File: src/hhe_pkg.sv
package hhe_pkg;

   // result kinds
   typedef enum logic [2:0] {
      KIND_HOST_BYTE  = 3'd0,
      KIND_HOST_DONE  = 3'd1,
      KIND_BAD_METHOD = 3'd2,
      KIND_NO_HEADER  = 3'd3,
      KIND_EMPTY_HOST = 3'd4,
      KIND_TOO_LONG   = 3'd5,
      KIND_TRUNCATED  = 3'd6
   } kind_type;

   // parser phases, one-hot
   typedef enum logic [4:0] {
      PH_IDLE   = 5'b00001,
      PH_METHOD = 5'b00010,
      PH_URI    = 5'b00100,
      PH_HDR    = 5'b01000,
      PH_HOST   = 5'b10000
   } phase_type;

   localparam logic [4:0] GET_LEN  = 5'd5;
   localparam logic [4:0] POST_LEN = 5'd6;
   localparam logic [4:0] HDR_LEN  = 5'd17;

   localparam logic [7:0] CH_SPACE = 8'h20;
   localparam logic [7:0] CH_CR    = 8'h0D;
   localparam logic [7:0] CH_DOT   = 8'h2E;
   localparam logic [7:0] CH_P     = 8'h50;

   // queue between parser and output side
   localparam int QUEUE_DEPTH = 4;
   localparam int QPW         = $clog2(QUEUE_DEPTH);

   // one result
   typedef struct packed {
      logic [7:0] host_char;
      kind_type   kind;
   } res_type;

   // results of one request: one or two
   typedef struct packed {
      logic    two;
      res_type r0;
      res_type r1;
   } entry_type;

   // "GET /" or "POST /" character at a position
   function automatic logic [7:0] method_char(input logic post, input logic [2:0] pos);
      logic [7:0] ch;
      ch = 8'h00;
      if (post) begin
         case (pos)
            3'd0: ch = "P";
            3'd1: ch = "O";
            3'd2: ch = "S";
            3'd3: ch = "T";
            3'd4: ch = " ";
            3'd5: ch = "/";
            default: ch = 8'h00;
         endcase
      end else begin
         case (pos)
            3'd0: ch = "G";
            3'd1: ch = "E";
            3'd2: ch = "T";
            3'd3: ch = " ";
            3'd4: ch = "/";
            default: ch = 8'h00;
         endcase
      end
      return ch;
   endfunction

   // " HTTP/1.1\r\nHost: " character at a position
   function automatic logic [7:0] hdr_char(input logic [4:0] pos);
      logic [7:0] ch;
      case (pos)
         5'd0:  ch = " ";
         5'd1:  ch = "H";
         5'd2:  ch = "T";
         5'd3:  ch = "T";
         5'd4:  ch = "P";
         5'd5:  ch = "/";
         5'd6:  ch = "1";
         5'd7:  ch = ".";
         5'd8:  ch = "1";
         5'd9:  ch = 8'h0D;
         5'd10: ch = 8'h0A;
         5'd11: ch = "H";
         5'd12: ch = "o";
         5'd13: ch = "s";
         5'd14: ch = "t";
         5'd15: ch = ":";
         5'd16: ch = " ";
         default: ch = 8'h00;
      endcase
      return ch;
   endfunction

endpackage

File: src/hhe_front.sv
module hhe_front
   import hhe_pkg::*;
#(
   parameter int MAX_NAME_LEN = 4096
) (
   input  logic       clock,
   input  logic       reset,
   input  logic       req_valid,
   input  logic       req_ready,
   input  logic [7:0] req_data_byte,
   input  logic       req_first_byte,
   input  logic       req_final_byte,
   output logic       push,
   output entry_type  entry
);

   localparam int NLW = $clog2(MAX_NAME_LEN);
   localparam logic [NLW-1:0] NAME_LIMIT = NLW'(MAX_NAME_LEN - 1);

   phase_type      phase_ff, phase_in, phase_eff;
   logic [4:0]     mp_ff, mp_in, mp_eff, mp_inc;
   logic           post_ff, post_in, post_eff, post_now;
   logic [NLW-1:0] nl_ff, nl_in, nl_eff;
   logic           dot_ff, dot_in, dot_eff;
   logic           accept, pre_close;
   logic [4:0]     mlen;
   kind_type       closing, end_kind;
   logic [1:0]     body_n;
   res_type        b0, b1, pre_res, end_res;

   assign accept = req_valid & req_ready;

   // next parser state and the results of this request
   always_comb begin
      pre_close = req_first_byte && (phase_ff != PH_IDLE);
      phase_eff = req_first_byte ? PH_METHOD : phase_ff;
      mp_eff    = req_first_byte ? 5'd0 : mp_ff;
      post_eff  = req_first_byte ? 1'b0 : post_ff;
      nl_eff    = req_first_byte ? '0 : nl_ff;
      dot_eff   = req_first_byte ? 1'b0 : dot_ff;

      phase_in = phase_eff;
      mp_in    = mp_eff;
      post_in  = post_eff;
      nl_in    = nl_eff;
      dot_in   = dot_eff;
      mp_inc   = 5'(mp_eff + 5'd1);
      post_now = post_eff;
      mlen     = GET_LEN;
      closing  = KIND_HOST_BYTE;
      body_n   = 2'd0;
      b0       = '0;
      b1       = '0;

      unique case (phase_eff)
         PH_IDLE: begin
         end
         PH_METHOD: begin
            post_now = (mp_eff == 5'd0) ? (req_data_byte == CH_P) : post_eff;
            post_in  = post_now;
            mlen     = post_now ? POST_LEN : GET_LEN;
            if (mp_eff >= mlen || req_data_byte != method_char(post_now, mp_eff[2:0])) begin
               closing = KIND_BAD_METHOD;
            end else if (mp_inc == mlen) begin
               phase_in = PH_URI;
               mp_in    = 5'd0;
            end else begin
               mp_in = mp_inc;
            end
         end
         PH_URI: begin
            if (req_data_byte == CH_SPACE) begin
               phase_in = PH_HDR;
               mp_in    = 5'd1;
            end
         end
         PH_HDR: begin
            if (mp_eff >= HDR_LEN || req_data_byte != hdr_char(mp_eff)) begin
               closing = KIND_NO_HEADER;
            end else if (mp_inc == HDR_LEN) begin
               phase_in = PH_HOST;
               mp_in    = 5'd0;
            end else begin
               mp_in = mp_inc;
            end
         end
         PH_HOST: begin
            if (req_data_byte == CH_CR) begin
               closing = (nl_eff == NLW'(dot_eff)) ? KIND_EMPTY_HOST : KIND_HOST_DONE;
            end else if (nl_eff >= NAME_LIMIT) begin
               closing = KIND_TOO_LONG;
            end else begin
               nl_in = NLW'(nl_eff + 1'b1);
               // a held dot goes out ahead of this byte
               if (dot_eff) begin
                  b0     = '{host_char: CH_DOT, kind: KIND_HOST_BYTE};
                  body_n = 2'd1;
               end
               if (req_data_byte == CH_DOT) begin
                  dot_in = 1'b1;
               end else begin
                  dot_in = 1'b0;
                  if (dot_eff) begin
                     b1 = '{host_char: req_data_byte, kind: KIND_HOST_BYTE};
                  end else begin
                     b0 = '{host_char: req_data_byte, kind: KIND_HOST_BYTE};
                  end
                  body_n = 2'(body_n + 2'd1);
               end
            end
         end
         default: begin
         end
      endcase

      // closing result replaces any host bytes of this request
      if (closing != KIND_HOST_BYTE) begin
         end_kind = closing;
      end else if (req_final_byte && phase_eff != PH_IDLE) begin
         end_kind = KIND_TRUNCATED;
      end else begin
         end_kind = KIND_HOST_BYTE;
      end
      if (end_kind != KIND_HOST_BYTE) begin
         phase_in = PH_IDLE;
         mp_in    = 5'd0;
         post_in  = 1'b0;
         nl_in    = '0;
         dot_in   = 1'b0;
      end

      pre_res = '{host_char: 8'h00, kind: KIND_TRUNCATED};
      end_res = '{host_char: 8'h00, kind: end_kind};

      // pack results in order
      entry = '0;
      push  = 1'b0;
      if (pre_close) begin
         entry.r0  = pre_res;
         entry.r1  = end_res;
         entry.two = (end_kind != KIND_HOST_BYTE);
         push      = accept;
      end else if (end_kind != KIND_HOST_BYTE) begin
         entry.r0 = end_res;
         push     = accept;
      end else begin
         entry.r0  = b0;
         entry.r1  = b1;
         entry.two = (body_n == 2'd2);
         push      = accept && (body_n != 2'd0);
      end
   end

   // parser state
   always_ff @(posedge clock) begin
      if (reset) begin
         phase_ff <= PH_IDLE;
         mp_ff    <= 5'd0;
         post_ff  <= 1'b0;
         nl_ff    <= '0;
         dot_ff   <= 1'b0;
      end else if (accept) begin
         phase_ff <= phase_in;
         mp_ff    <= mp_in;
         post_ff  <= post_in;
         nl_ff    <= nl_in;
         dot_ff   <= dot_in;
      end
   end

`ifndef ASSERT_OFF
   // name length never passes the limit
   a_name_len: assert property (@(posedge clock) disable iff (reset)
      nl_ff <= NAME_LIMIT)
      else $error("host name length past limit");

   // a held dot only exists while reading the host
   a_dot_phase: assert property (@(posedge clock) disable iff (reset)
      dot_ff |-> (phase_ff == PH_HOST && nl_ff != '0))
      else $error("dot held outside host phase");
`endif

endmodule

File: src/hhe_queue.sv
module hhe_queue
   import hhe_pkg::*;
(
   input  logic      clock,
   input  logic      reset,
   input  logic      push,
   input  entry_type push_entry,
   input  logic      pop,
   output entry_type head,
   output logic      empty,
   output logic      full
);

   entry_type        slot_ff [QUEUE_DEPTH];
   logic [QPW-1:0]   wr_ff, wr_in, rd_ff, rd_in;
   logic [QPW:0]     cnt_ff, cnt_in;

   assign empty = (cnt_ff == '0);
   assign full  = (cnt_ff == (QPW+1)'(QUEUE_DEPTH));
   assign head  = slot_ff[rd_ff];

   // pointers and fill count
   always_comb begin
      wr_in  = push ? QPW'(wr_ff + 1'b1) : wr_ff;
      rd_in  = pop ? QPW'(rd_ff + 1'b1) : rd_ff;
      cnt_in = (QPW+1)'(cnt_ff + (QPW+1)'(push) - (QPW+1)'(pop));
   end

   always_ff @(posedge clock) begin
      if (reset) begin
         wr_ff  <= '0;
         rd_ff  <= '0;
         cnt_ff <= '0;
      end else begin
         wr_ff  <= wr_in;
         rd_ff  <= rd_in;
         cnt_ff <= cnt_in;
      end
   end

   // entry storage
   always_ff @(posedge clock) begin
      if (push) begin
         slot_ff[wr_ff] <= push_entry;
      end
   end

`ifndef ASSERT_OFF
   a_no_overflow: assert property (@(posedge clock) disable iff (reset)
      !(push && full))
      else $error("queue overflow");

   a_no_underflow: assert property (@(posedge clock) disable iff (reset)
      !(pop && empty))
      else $error("queue underflow");
`endif

endmodule

File: src/hhe_back.sv
module hhe_back
   import hhe_pkg::*;
(
   input  logic       clock,
   input  logic       reset,
   input  entry_type  head,
   input  logic       empty,
   output logic       pop,
   output logic       rsp_valid,
   input  logic       rsp_ready,
   output logic [7:0] rsp_host_char,
   output logic [2:0] rsp_kind,
   output logic       rsp_is_last
);

   logic    sel_ff, sel_in;
   res_type cur;

   // walk the one or two results of the head entry
   always_comb begin
      cur       = sel_ff ? head.r1 : head.r0;
      rsp_valid = !empty;
      pop       = 1'b0;
      sel_in    = sel_ff;
      if (rsp_valid && rsp_ready) begin
         if (head.two && !sel_ff) begin
            sel_in = 1'b1;
         end else begin
            sel_in = 1'b0;
            pop    = 1'b1;
         end
      end
   end

   assign rsp_host_char = cur.host_char;
   assign rsp_kind      = cur.kind;
   assign rsp_is_last   = (cur.kind != KIND_HOST_BYTE);

   always_ff @(posedge clock) begin
      if (reset) begin
         sel_ff <= 1'b0;
      end else begin
         sel_ff <= sel_in;
      end
   end

`ifndef ASSERT_OFF
   // second slot only selected for a two-result entry
   a_sel_two: assert property (@(posedge clock) disable iff (reset)
      sel_ff |-> (!empty && head.two))
      else $error("second result selected on single entry");
`endif

endmodule

File: src/http_host_extractor.sv
// HTTP Host extractor. Takes one TCP payload byte per request, with first and
// final marks, checks for "GET /" or "POST /", skips the URI to the first space,
// requires " HTTP/1.1\r\nHost: " and returns the host name one byte per response,
// dropping one trailing dot. Each payload that starts ends with one closing
// response (is_last high) whose kind gives done or the error. The parser takes
// one byte per cycle while req_ready is high. A byte can yield up to two responses;
// these enter a four-entry queue when the byte is accepted and leave from its head
// at one per cycle while rsp_ready is high. Two-response bytes never come often
// enough to outrun the response port, so with a ready receiver the input takes
// a byte every cycle; req_ready drops only when a stalled receiver lets the queue fill.
module http_host_extractor
   import hhe_pkg::*;
#(
   parameter int MAX_NAME_LEN = 4096
) (
   input  logic       clock,
   input  logic       reset,
   input  logic       req_valid,
   output logic       req_ready,
   input  logic [7:0] req_data_byte,
   input  logic       req_first_byte,
   input  logic       req_final_byte,
   output logic       rsp_valid,
   input  logic       rsp_ready,
   output logic [7:0] rsp_host_char,
   output logic [2:0] rsp_kind,
   output logic       rsp_is_last
);

   logic      push, pop, empty, full;
   entry_type push_entry, head;

   assign req_ready = !full;

   hhe_front #(
      .MAX_NAME_LEN(MAX_NAME_LEN)
   ) u_front (
      .clock          (clock),
      .reset          (reset),
      .req_valid      (req_valid),
      .req_ready      (req_ready),
      .req_data_byte  (req_data_byte),
      .req_first_byte (req_first_byte),
      .req_final_byte (req_final_byte),
      .push           (push),
      .entry          (push_entry)
   );

   hhe_queue u_queue (
      .clock      (clock),
      .reset      (reset),
      .push       (push),
      .push_entry (push_entry),
      .pop        (pop),
      .head       (head),
      .empty      (empty),
      .full       (full)
   );

   hhe_back u_back (
      .clock         (clock),
      .reset         (reset),
      .head          (head),
      .empty         (empty),
      .pop           (pop),
      .rsp_valid     (rsp_valid),
      .rsp_ready     (rsp_ready),
      .rsp_host_char (rsp_host_char),
      .rsp_kind      (rsp_kind),
      .rsp_is_last   (rsp_is_last)
   );

endmodule
File: config.mk
export PLATFORM = sky130hd
export DESIGN_NAME = http_host_extractor
export DESIGN_NICKNAME = d
export VERILOG_FILES = /design/src/hhe_pkg.sv /design/src/hhe_front.sv /design/src/hhe_queue.sv /design/src/hhe_back.sv /design/src/http_host_extractor.sv
export SDC_FILE = /design/constraint.sdc
export NUM_CORES = 1
export LEC_CHECK = 0
export CAP_MARGIN = 40
export CORE_UTILIZATION = 55
export CTS_CLUSTER_SIZE = 20
export DETAILED_ROUTE_END_ITERATION = 10
export DONT_BUFFER_PORTS = 1
export PLACE_DENSITY = 0.84
export SLEW_MARGIN = 10
export SYNTH_ARGS = -nofsm -noshare
export SYNTH_HDL_FRONTEND = slang
export SYNTH_SLANG_ARGS = --single-unit
export TNS_END_PERCENT = 50
File: constraint.sdc
create_clock -name clock -period 4.5 [get_ports clock]
set_clock_uncertainty 0.2 [all_clocks]
set_input_delay 0.675 -clock clock [delete_from_list [all_inputs] [get_ports clock]]
set_output_delay 0.675 -clock clock [all_outputs]
set_load 0.005 [all_outputs]
# Yosys cells after proc, flatten, opt, wreduce, memory -nomap -nowiden

Memory sizes are Yosys's and may differ from the RTL's. A register that Yosys moved wholly into a read port is not among the register bits.
Index checks and enable logic that the tools add are counted.

Add/subtract/negate cells: 7
$lt $le $gt $ge: 3
Equality and inequality tests: 22
Mux-type cells: 78
Bitwise operators: 1
Reduce and logical (&&, ||, !) cells: 17

Operators with widths:

| operator                                                         | number |
|---|---|
| 11-bit two-way mux                                               | 13 |
| 5-bit two-way mux                                                | 14 |
| 12-bit two-way mux                                               | 5 |
| 7-bit case mux with 6 select lines                               | 1 |
| 7-bit case mux with 5 select lines                               | 1 |
| 5-bit case mux with 3 select lines                               | 2 |
| 2-bit two-way mux                                                | 12 |
| 8-bit two-way mux                                                | 3 |
| 23-bit two-way mux                                               | 1 |
| 1-bit two-way mux                                                | 19 |
| 8-bit by 6-bit == test with 1-bit output (second input constant) | 2 |
| 8-bit != test                                                    | 2 |
| 3-bit two-way mux                                                | 5 |
| 12-bit by 1-bit adder with 12-bit output (second input constant) | 1 |
| 12-bit by 1-bit == test with 1-bit output                        | 1 |
| 12-bit >= comparator (second input constant)                     | 1 |
| 5-bit == test (second input constant)                            | 2 |
| 5-bit by 1-bit != test with 1-bit output (second input constant) | 2 |
| 3-bit == test (second input constant)                            | 3 |
| 9-bit two-way mux                                                | 1 |
| 3-bit case mux with 3 select lines                               | 1 |
| 3-bit nonzero test                                               | 3 |
| 8-bit by 4-bit == test with 1-bit output (second input constant) | 1 |
| 8-bit by 7-bit == test with 1-bit output (second input constant) | 1 |
| other kinds (20)                                                 | 31 |

Register bits: 32
Bits in writable memories: 92
Bits in read-only memories: 224
Input port bits: 14
Output and inout bits: 14
Logic and storage cells: 139
Memories: 2

Memories:

| memory           | words | bits a word | rd ports | clocked after Yosys merged registers in | wr ports | line            | source |
|---|---|---|---|---|---|---|---|
| (name not given) | 32    | 7           | 1        | 0                                       | 0        | hhe_pkg.sv:79   | `case (pos)` |
| u_queue.slot_ff  | 4     | 23          | 1        | 1                                       | 1        | hhe_queue.sv:14 | `entry_type slot_ff [QUEUE_DEPTH];` |

# Logic depth before layout (Yosys ltp)

Depth after elaboration: 16
Mapped depth: 19
Mapped depth without buffers: 13

# Hierarchy

Synthesis repeated with hierarchy kept, for this count alone.

Cells, all modules: 618
Area, all modules: 7020.5 µm²

Modules (own cells, without submodules):

| module              | instances | cells an instance | area an instance (µm²) |
|---|---|---|---|
| hhe_queue           | 1         | 162               | 3789.9 |
| hhe_front           | 1         | 435               | 3027.9 |
| hhe_back            | 1         | 20                | 198.9 |
| http_host_extractor | 1         | 1                 | 3.8 |

# Worst setup path after synthesis

No wires, ideal clock.

Kind: input to register
Start: input port req_first_byte
End: memory u_queue.slot_ff[0][0] (netlist name) (enable)
Setup time: 382 ps
Data arrival time: 4118 ps
Required time: 3918 ps
Path slack: -200 ps
Cell stages on the path: 16
Cell sequence: buf_2 buf_2 buf_2 clkbuf_1 buf_1 clkbuf_1 nor2_1 ha_1 a21o_1 a31oi_1 o221ai_1 and4_1 a41oi_4 o31a_1 buf_2 and2_1

Cells in the longest elaborated chain, start to end: 16

Ends and longest elaborated chain:

| element                                                                    | line                      | source |
|---|---|---|
| start: declaration                                                         | http_host_extractor.sv:21 | `input logic req_first_byte,` |
| parallel branches: the longest is 13 deep, another holds memory 32 x 7 bit | --                        |  |
| 1-bit two-way mux (*)                                                      | hhe_front.sv:138          | `if (pre_close) begin` |
| net push                                                                   | http_host_extractor.sv:30 | `logic push, pop, empty, full;` |
| 1-bit two-way mux (*)                                                      | hhe_queue.sv:43           | `if (push) begin` |
| 1-bit two-way mux (not written as such) (*)                                | hhe_queue.sv:44           | `slot_ff[wr_ff] <= push_entry;` |
| end: declaration                                                           | hhe_queue.sv:14           |  |

Mark *: on every way through the listed nets, which the timed path passes. The select of a mux whose other input is x is not followed.

# Worst setup path after layout

Start: register u_front.mp_ff[1]
End: memory u_queue.slot_ff[0][18] (netlist name) (enable)

Cells in the longest elaborated chain, start to end: 16

Ends and longest elaborated chain:

| element                                                                   | line             | source |
|---|---|---|
| start: declaration                                                        | hhe_front.sv:21  | `logic [4:0] mp_ff, mp_in, mp_eff, mp_inc;` |
| start signal: assignment                                                  | hhe_front.sv:164 | `mp_ff <= mp_in;` |
| 5-bit two-way mux (*)                                                     | hhe_front.sv:37  | `mp_eff = req_first_byte ? 5'd0 : mp_ff;` |
| parallel branches: the longest is 7 deep, another holds memory 32 x 7 bit | --               |  |
| 3-bit case mux with 3 select lines (*)                                    | hhe_front.sv:55  | `unique case (phase_eff)` |
| 3-bit nonzero test                                                        | hhe_front.sv:117 | `if (closing != KIND_HOST_BYTE) begin` |
| 3-bit two-way mux (*)                                                     | hhe_front.sv:117 |  |
| 3-bit nonzero test (*)                                                    | hhe_front.sv:143 | `end else if (end_kind != KIND_HOST_BYTE) begin` |
| 1-bit two-way mux (*)                                                     | hhe_front.sv:143 |  |
| 1-bit two-way mux (*)                                                     | hhe_front.sv:138 |  |
| 1-bit two-way mux (*)                                                     | hhe_queue.sv:43  |  |
| 1-bit two-way mux (not written as such) (*)                               | hhe_queue.sv:44  |  |

Mark *: on every way between the ends. The select of a mux whose other input is x is not followed.

==> flow_summary.yaml <==
cells_and_area:
  drive_above_1_share_pct: 13.8
  antenna_cells: 0
  nNetsFinal: 679
  fillerInstances: 954
  syn_to_final_growth_pct: 10.0
clocking:
  cts_root_buffer: "clkbuf_16"
  clkLatencyLatePin_ns: 0.42
  post_cts_resized: 0
  post_cts_buffers: 0
  htreeDepth: 4
  cts_buffers: 17
  clkSinkCount: 126
  cts_hold_buffers: 0
  clock_path_buffers: 2
  cts_tree: "yes"
  path_clk_slew_ns: 0.06
critical_path:
  critPathLaunchType: "flop"
  reg2regPathDepth: 9
  r2r_end: "u_queue.slot_ff[0][18]$_DFFE_PP_"
  cp_max_fo: 24
  critical_path_class: "flop to flop"
  path_cells: "nand2_1, nor2_1, ha_1, a21oi_1, o41ai_2, xnor2_2, a41oi_4, o31a_1, and2_2"
  cp_slowest_stage_delay_ns: 0.91
  slowest_stage: "dfxtp_1"
  required_ns: 4.34
  r2r_slack_ns: 0.44
  critPathArrivalTime_ns: 3.90
  r2r-start: "u_front.mp_ff[1]$_SDFFE_PP0P_"
  worst_setup_path_end_kind: "flop"
power:
  p_seq_share_pct: 41.0
  ir_drop_mv: 0.204
  clkPwrFrac_pct: 42.3
  power_mw: 3.48
  internal_power_mw: 2.58
  p_switching_mw: 0.893
  switching_share_pct: 25.7
  p_leak_nw: 2.57
  power_density_nw_per_um2: 446
  combPwrFrac_pct: 16.7
drt:
  wire_per_inst_um: 20.1
  wirelength_um: 16900
  via_per_inst: 6.38
  dr.max_layer_used: "met4"
  num_vias: 5359
  final_antenna_net_count: 0
  wl_met3_um: 1180
  drc_errors: 0
  drtIter0Drc: 731
  wl_met2_um: 8640
  wl_met1_um: 6760
  dr.pass1.iters: 5
hold_path:
  whs_path_depth: 1
  hp-start: "reset"
  hp-class: "input pin to flop"
  hold_end: "u_queue.cnt_ff[0]$_SDFF_PP0_"
synthesis:
  synth_area_um2: 7070
  avgSynthCellArea_um2: 10.5
  ys.flop_type: "edfxtp_1"
  yosys.area_share.adder_pct: 2.02
  synth-edff-count: 92
  synthArstFlopShare_pct: 0
  yosysWarningCount: 0
  synth_cell_types: 79
  synth_top_family_by_area: "simple AND/OR/NAND/NOR gates"
  ys_ff_latch: 126
  synthTopCellsByArea: "edfxtp_1, dfxtp_1, mux4_2"
  ys_seq_area_share_pct: 48.7
  syn_inst: 671
  synth-simple-area-share_pct: 20.9
  synth_compound_area_share_pct: 13.2
  synthMuxAreaShare_pct: 8.90
  synth_area_leader_cell: "edfxtp_1"
  synthXorXnorAreaFrac_pct: 2.07
  synth_top_area_share_pct: 39.1
run:
  maxCapViolCount: 0
outcome:
  outcome: "completed"
timing:
  fin_crit_sh_pct: 90.3
  max_freq_mhz: 246
  finalHoldViolations: 0
  drv_slew: 0
  setup-violations-final: 0
  worstMarginPinSlew_ns: 0.906
  tns_ns: 0
  period_minus_slack_ns: 4.06
  rsz0062_at_grt: "false"
  max_slew_margin_pct: 39.5
placed_design:
  port_buffers: 0
  dp_hpwl_um: 11000
  gp_congestion: 0.901
floorplanning:
  dieArea_um2: 13300
  rows: 41
  die_w_um: 115
  die_h_um: 115
  core-area_um2: 12600
  start_util_pct: 56.3
  pin_count: 28
global_routing:
  grt_start_max_net_pins: 59
  grt_first_pass_wirelength_um: 26800
  antenna_found_initial: 0
  track_usage_pct: 27.0
  overflow: 0
  first_global_vias: 5206
[cells by family after synthesis]
| logic type | after synthesis |
|---|---|
| compound gates | 133 |
| xor+xnor | 15 |
| fa+ha+maj | 11 |
| buf+inv | 65 |
| flops | 126 |
| mux | 34 |
| other cells | 1 |
| simple gates | 286 |
[final cells by class]
cell class              instances  area (µm²)  share of cell area (%)
flip-flops and latches        126        3440                    44.2
multi-input cells             483        3350                    43.0
clock buffers                  21         440                    5.66
well taps                     172         215                    2.76
clock inverters                11         189                    2.43
repair buffers                 12        90.1                    1.16
inverters                      15        56.3                   0.723
[routing by layer]
metal  vias up  global-route usage [%]
li1       2469                       -
met3        26                    6.01
met5         -                       0
met2       244                    45.9
met1      2620                    33.6
met4         0                    10.5
[flip-flops by register name, summed over array words and instances (netlist names), 2 cells and up, named ones only]
name and cells:
u_queue.slot_ff 92, u_front.nl_ff 12, u_front.mp_ff 5, u_front.phase_ff 5
u_queue.cnt_ff 3, u_queue.rd_ff 2, u_queue.wr_ff 2
[stage by stage]
stage	util [%]	hold slack, ns	area, µm²	instances	setup slack [ns]
floorplan	-	0.269	7090	674	-0.200
global placement	56.9	0.292	7150	808	0.536
detailed placement	56.9	0.311	7150	808	0.506
CTS	61.9	0.113	7780	840	0.466
global route	61.9	0.118	7780	840	0.104
finish	61.9	0.122	7780	840	0.437
[worst max-delay path by stage]
stage	start	to	depth (start not counted)
after floorplan	req_first_byte	u_queue.slot_ff[3][0]$_DFFE_PP_	16
after global placement	u_front.mp_ff[2]$_SDFFE_PP0P_	u_queue.slot_ff[1][20]$_DFFE_PP_	9
after detailed placement	u_front.mp_ff[0]$_SDFFE_PP0P_	u_queue.slot_ff[2][3]$_DFFE_PP_	9
after CTS	u_front.mp_ff[0]$_SDFFE_PP0P_	u_queue.slot_ff[0][18]$_DFFE_PP_	9
after global routing	u_front.mp_ff[2]$_SDFFE_PP0P_	u_queue.slot_ff[2][21]$_DFFE_PP_	9
final	u_front.mp_ff[1]$_SDFFE_PP0P_	u_queue.slot_ff[0][18]$_DFFE_PP_	9
[placed cells by master (no fill, tap or decap), types with 9 or more instances in the layout]
cell type	count
a21oi_1	31
and2_1	10
buf_4	12
clkbuf_16	17
dfxtp_1	34
edfxtp_1	92
ha_1	9
inv_1	14
mux2i_1	10
mux4_2	23
nand2_1	90
nand2b_1	12
nand3_1	18
nor2_1	52
nor2b_1	15
nor3_1	23
o211ai_1	9
o21ai_0	27
or3_1	10
xnor2_1	10
[Yosys cell counts, types with 11 or more instances]
master    instances
a21oi_1          31
and2_1           13
buf_2            11
clkbuf_1         27
dfxtp_1          34
edfxtp_1         92
inv_1            14
mux4_2           23
nand2_1          90
nand2b_1         12
nand3_1          18
nor2_1           52
nor2b_1          15
nor3_1           23
o21ai_0          27
[worst max-delay path, delay by kind of cell (launching register included)]
| family | cells | cell delay [ns] |
|---|---|---|
| flops | 1 | 0.91 |
| simple gates | 3 | 0.90 |
| compound gates | 4 | 1.29 |
| xor+xnor | 1 | 0.14 |
| fa+ha+maj | 1 | 0.23 |
[power by group through the flow]
stage | logic (mW) | clock network [mW] | registers (mW)
final | 0.580 | 1.47 | 1.43
after global routing | 0.638 | 1.53 | 1.44
after CTS | 0.585 | 1.48 | 1.43
after detailed placement | 0.573 | 0 | 1.45
after global placement | 0.545 | 0 | 1.44
after floorplan | 0.498 | 0 | 1.40
Note: power is estimated with default switching activity, not from simulation.
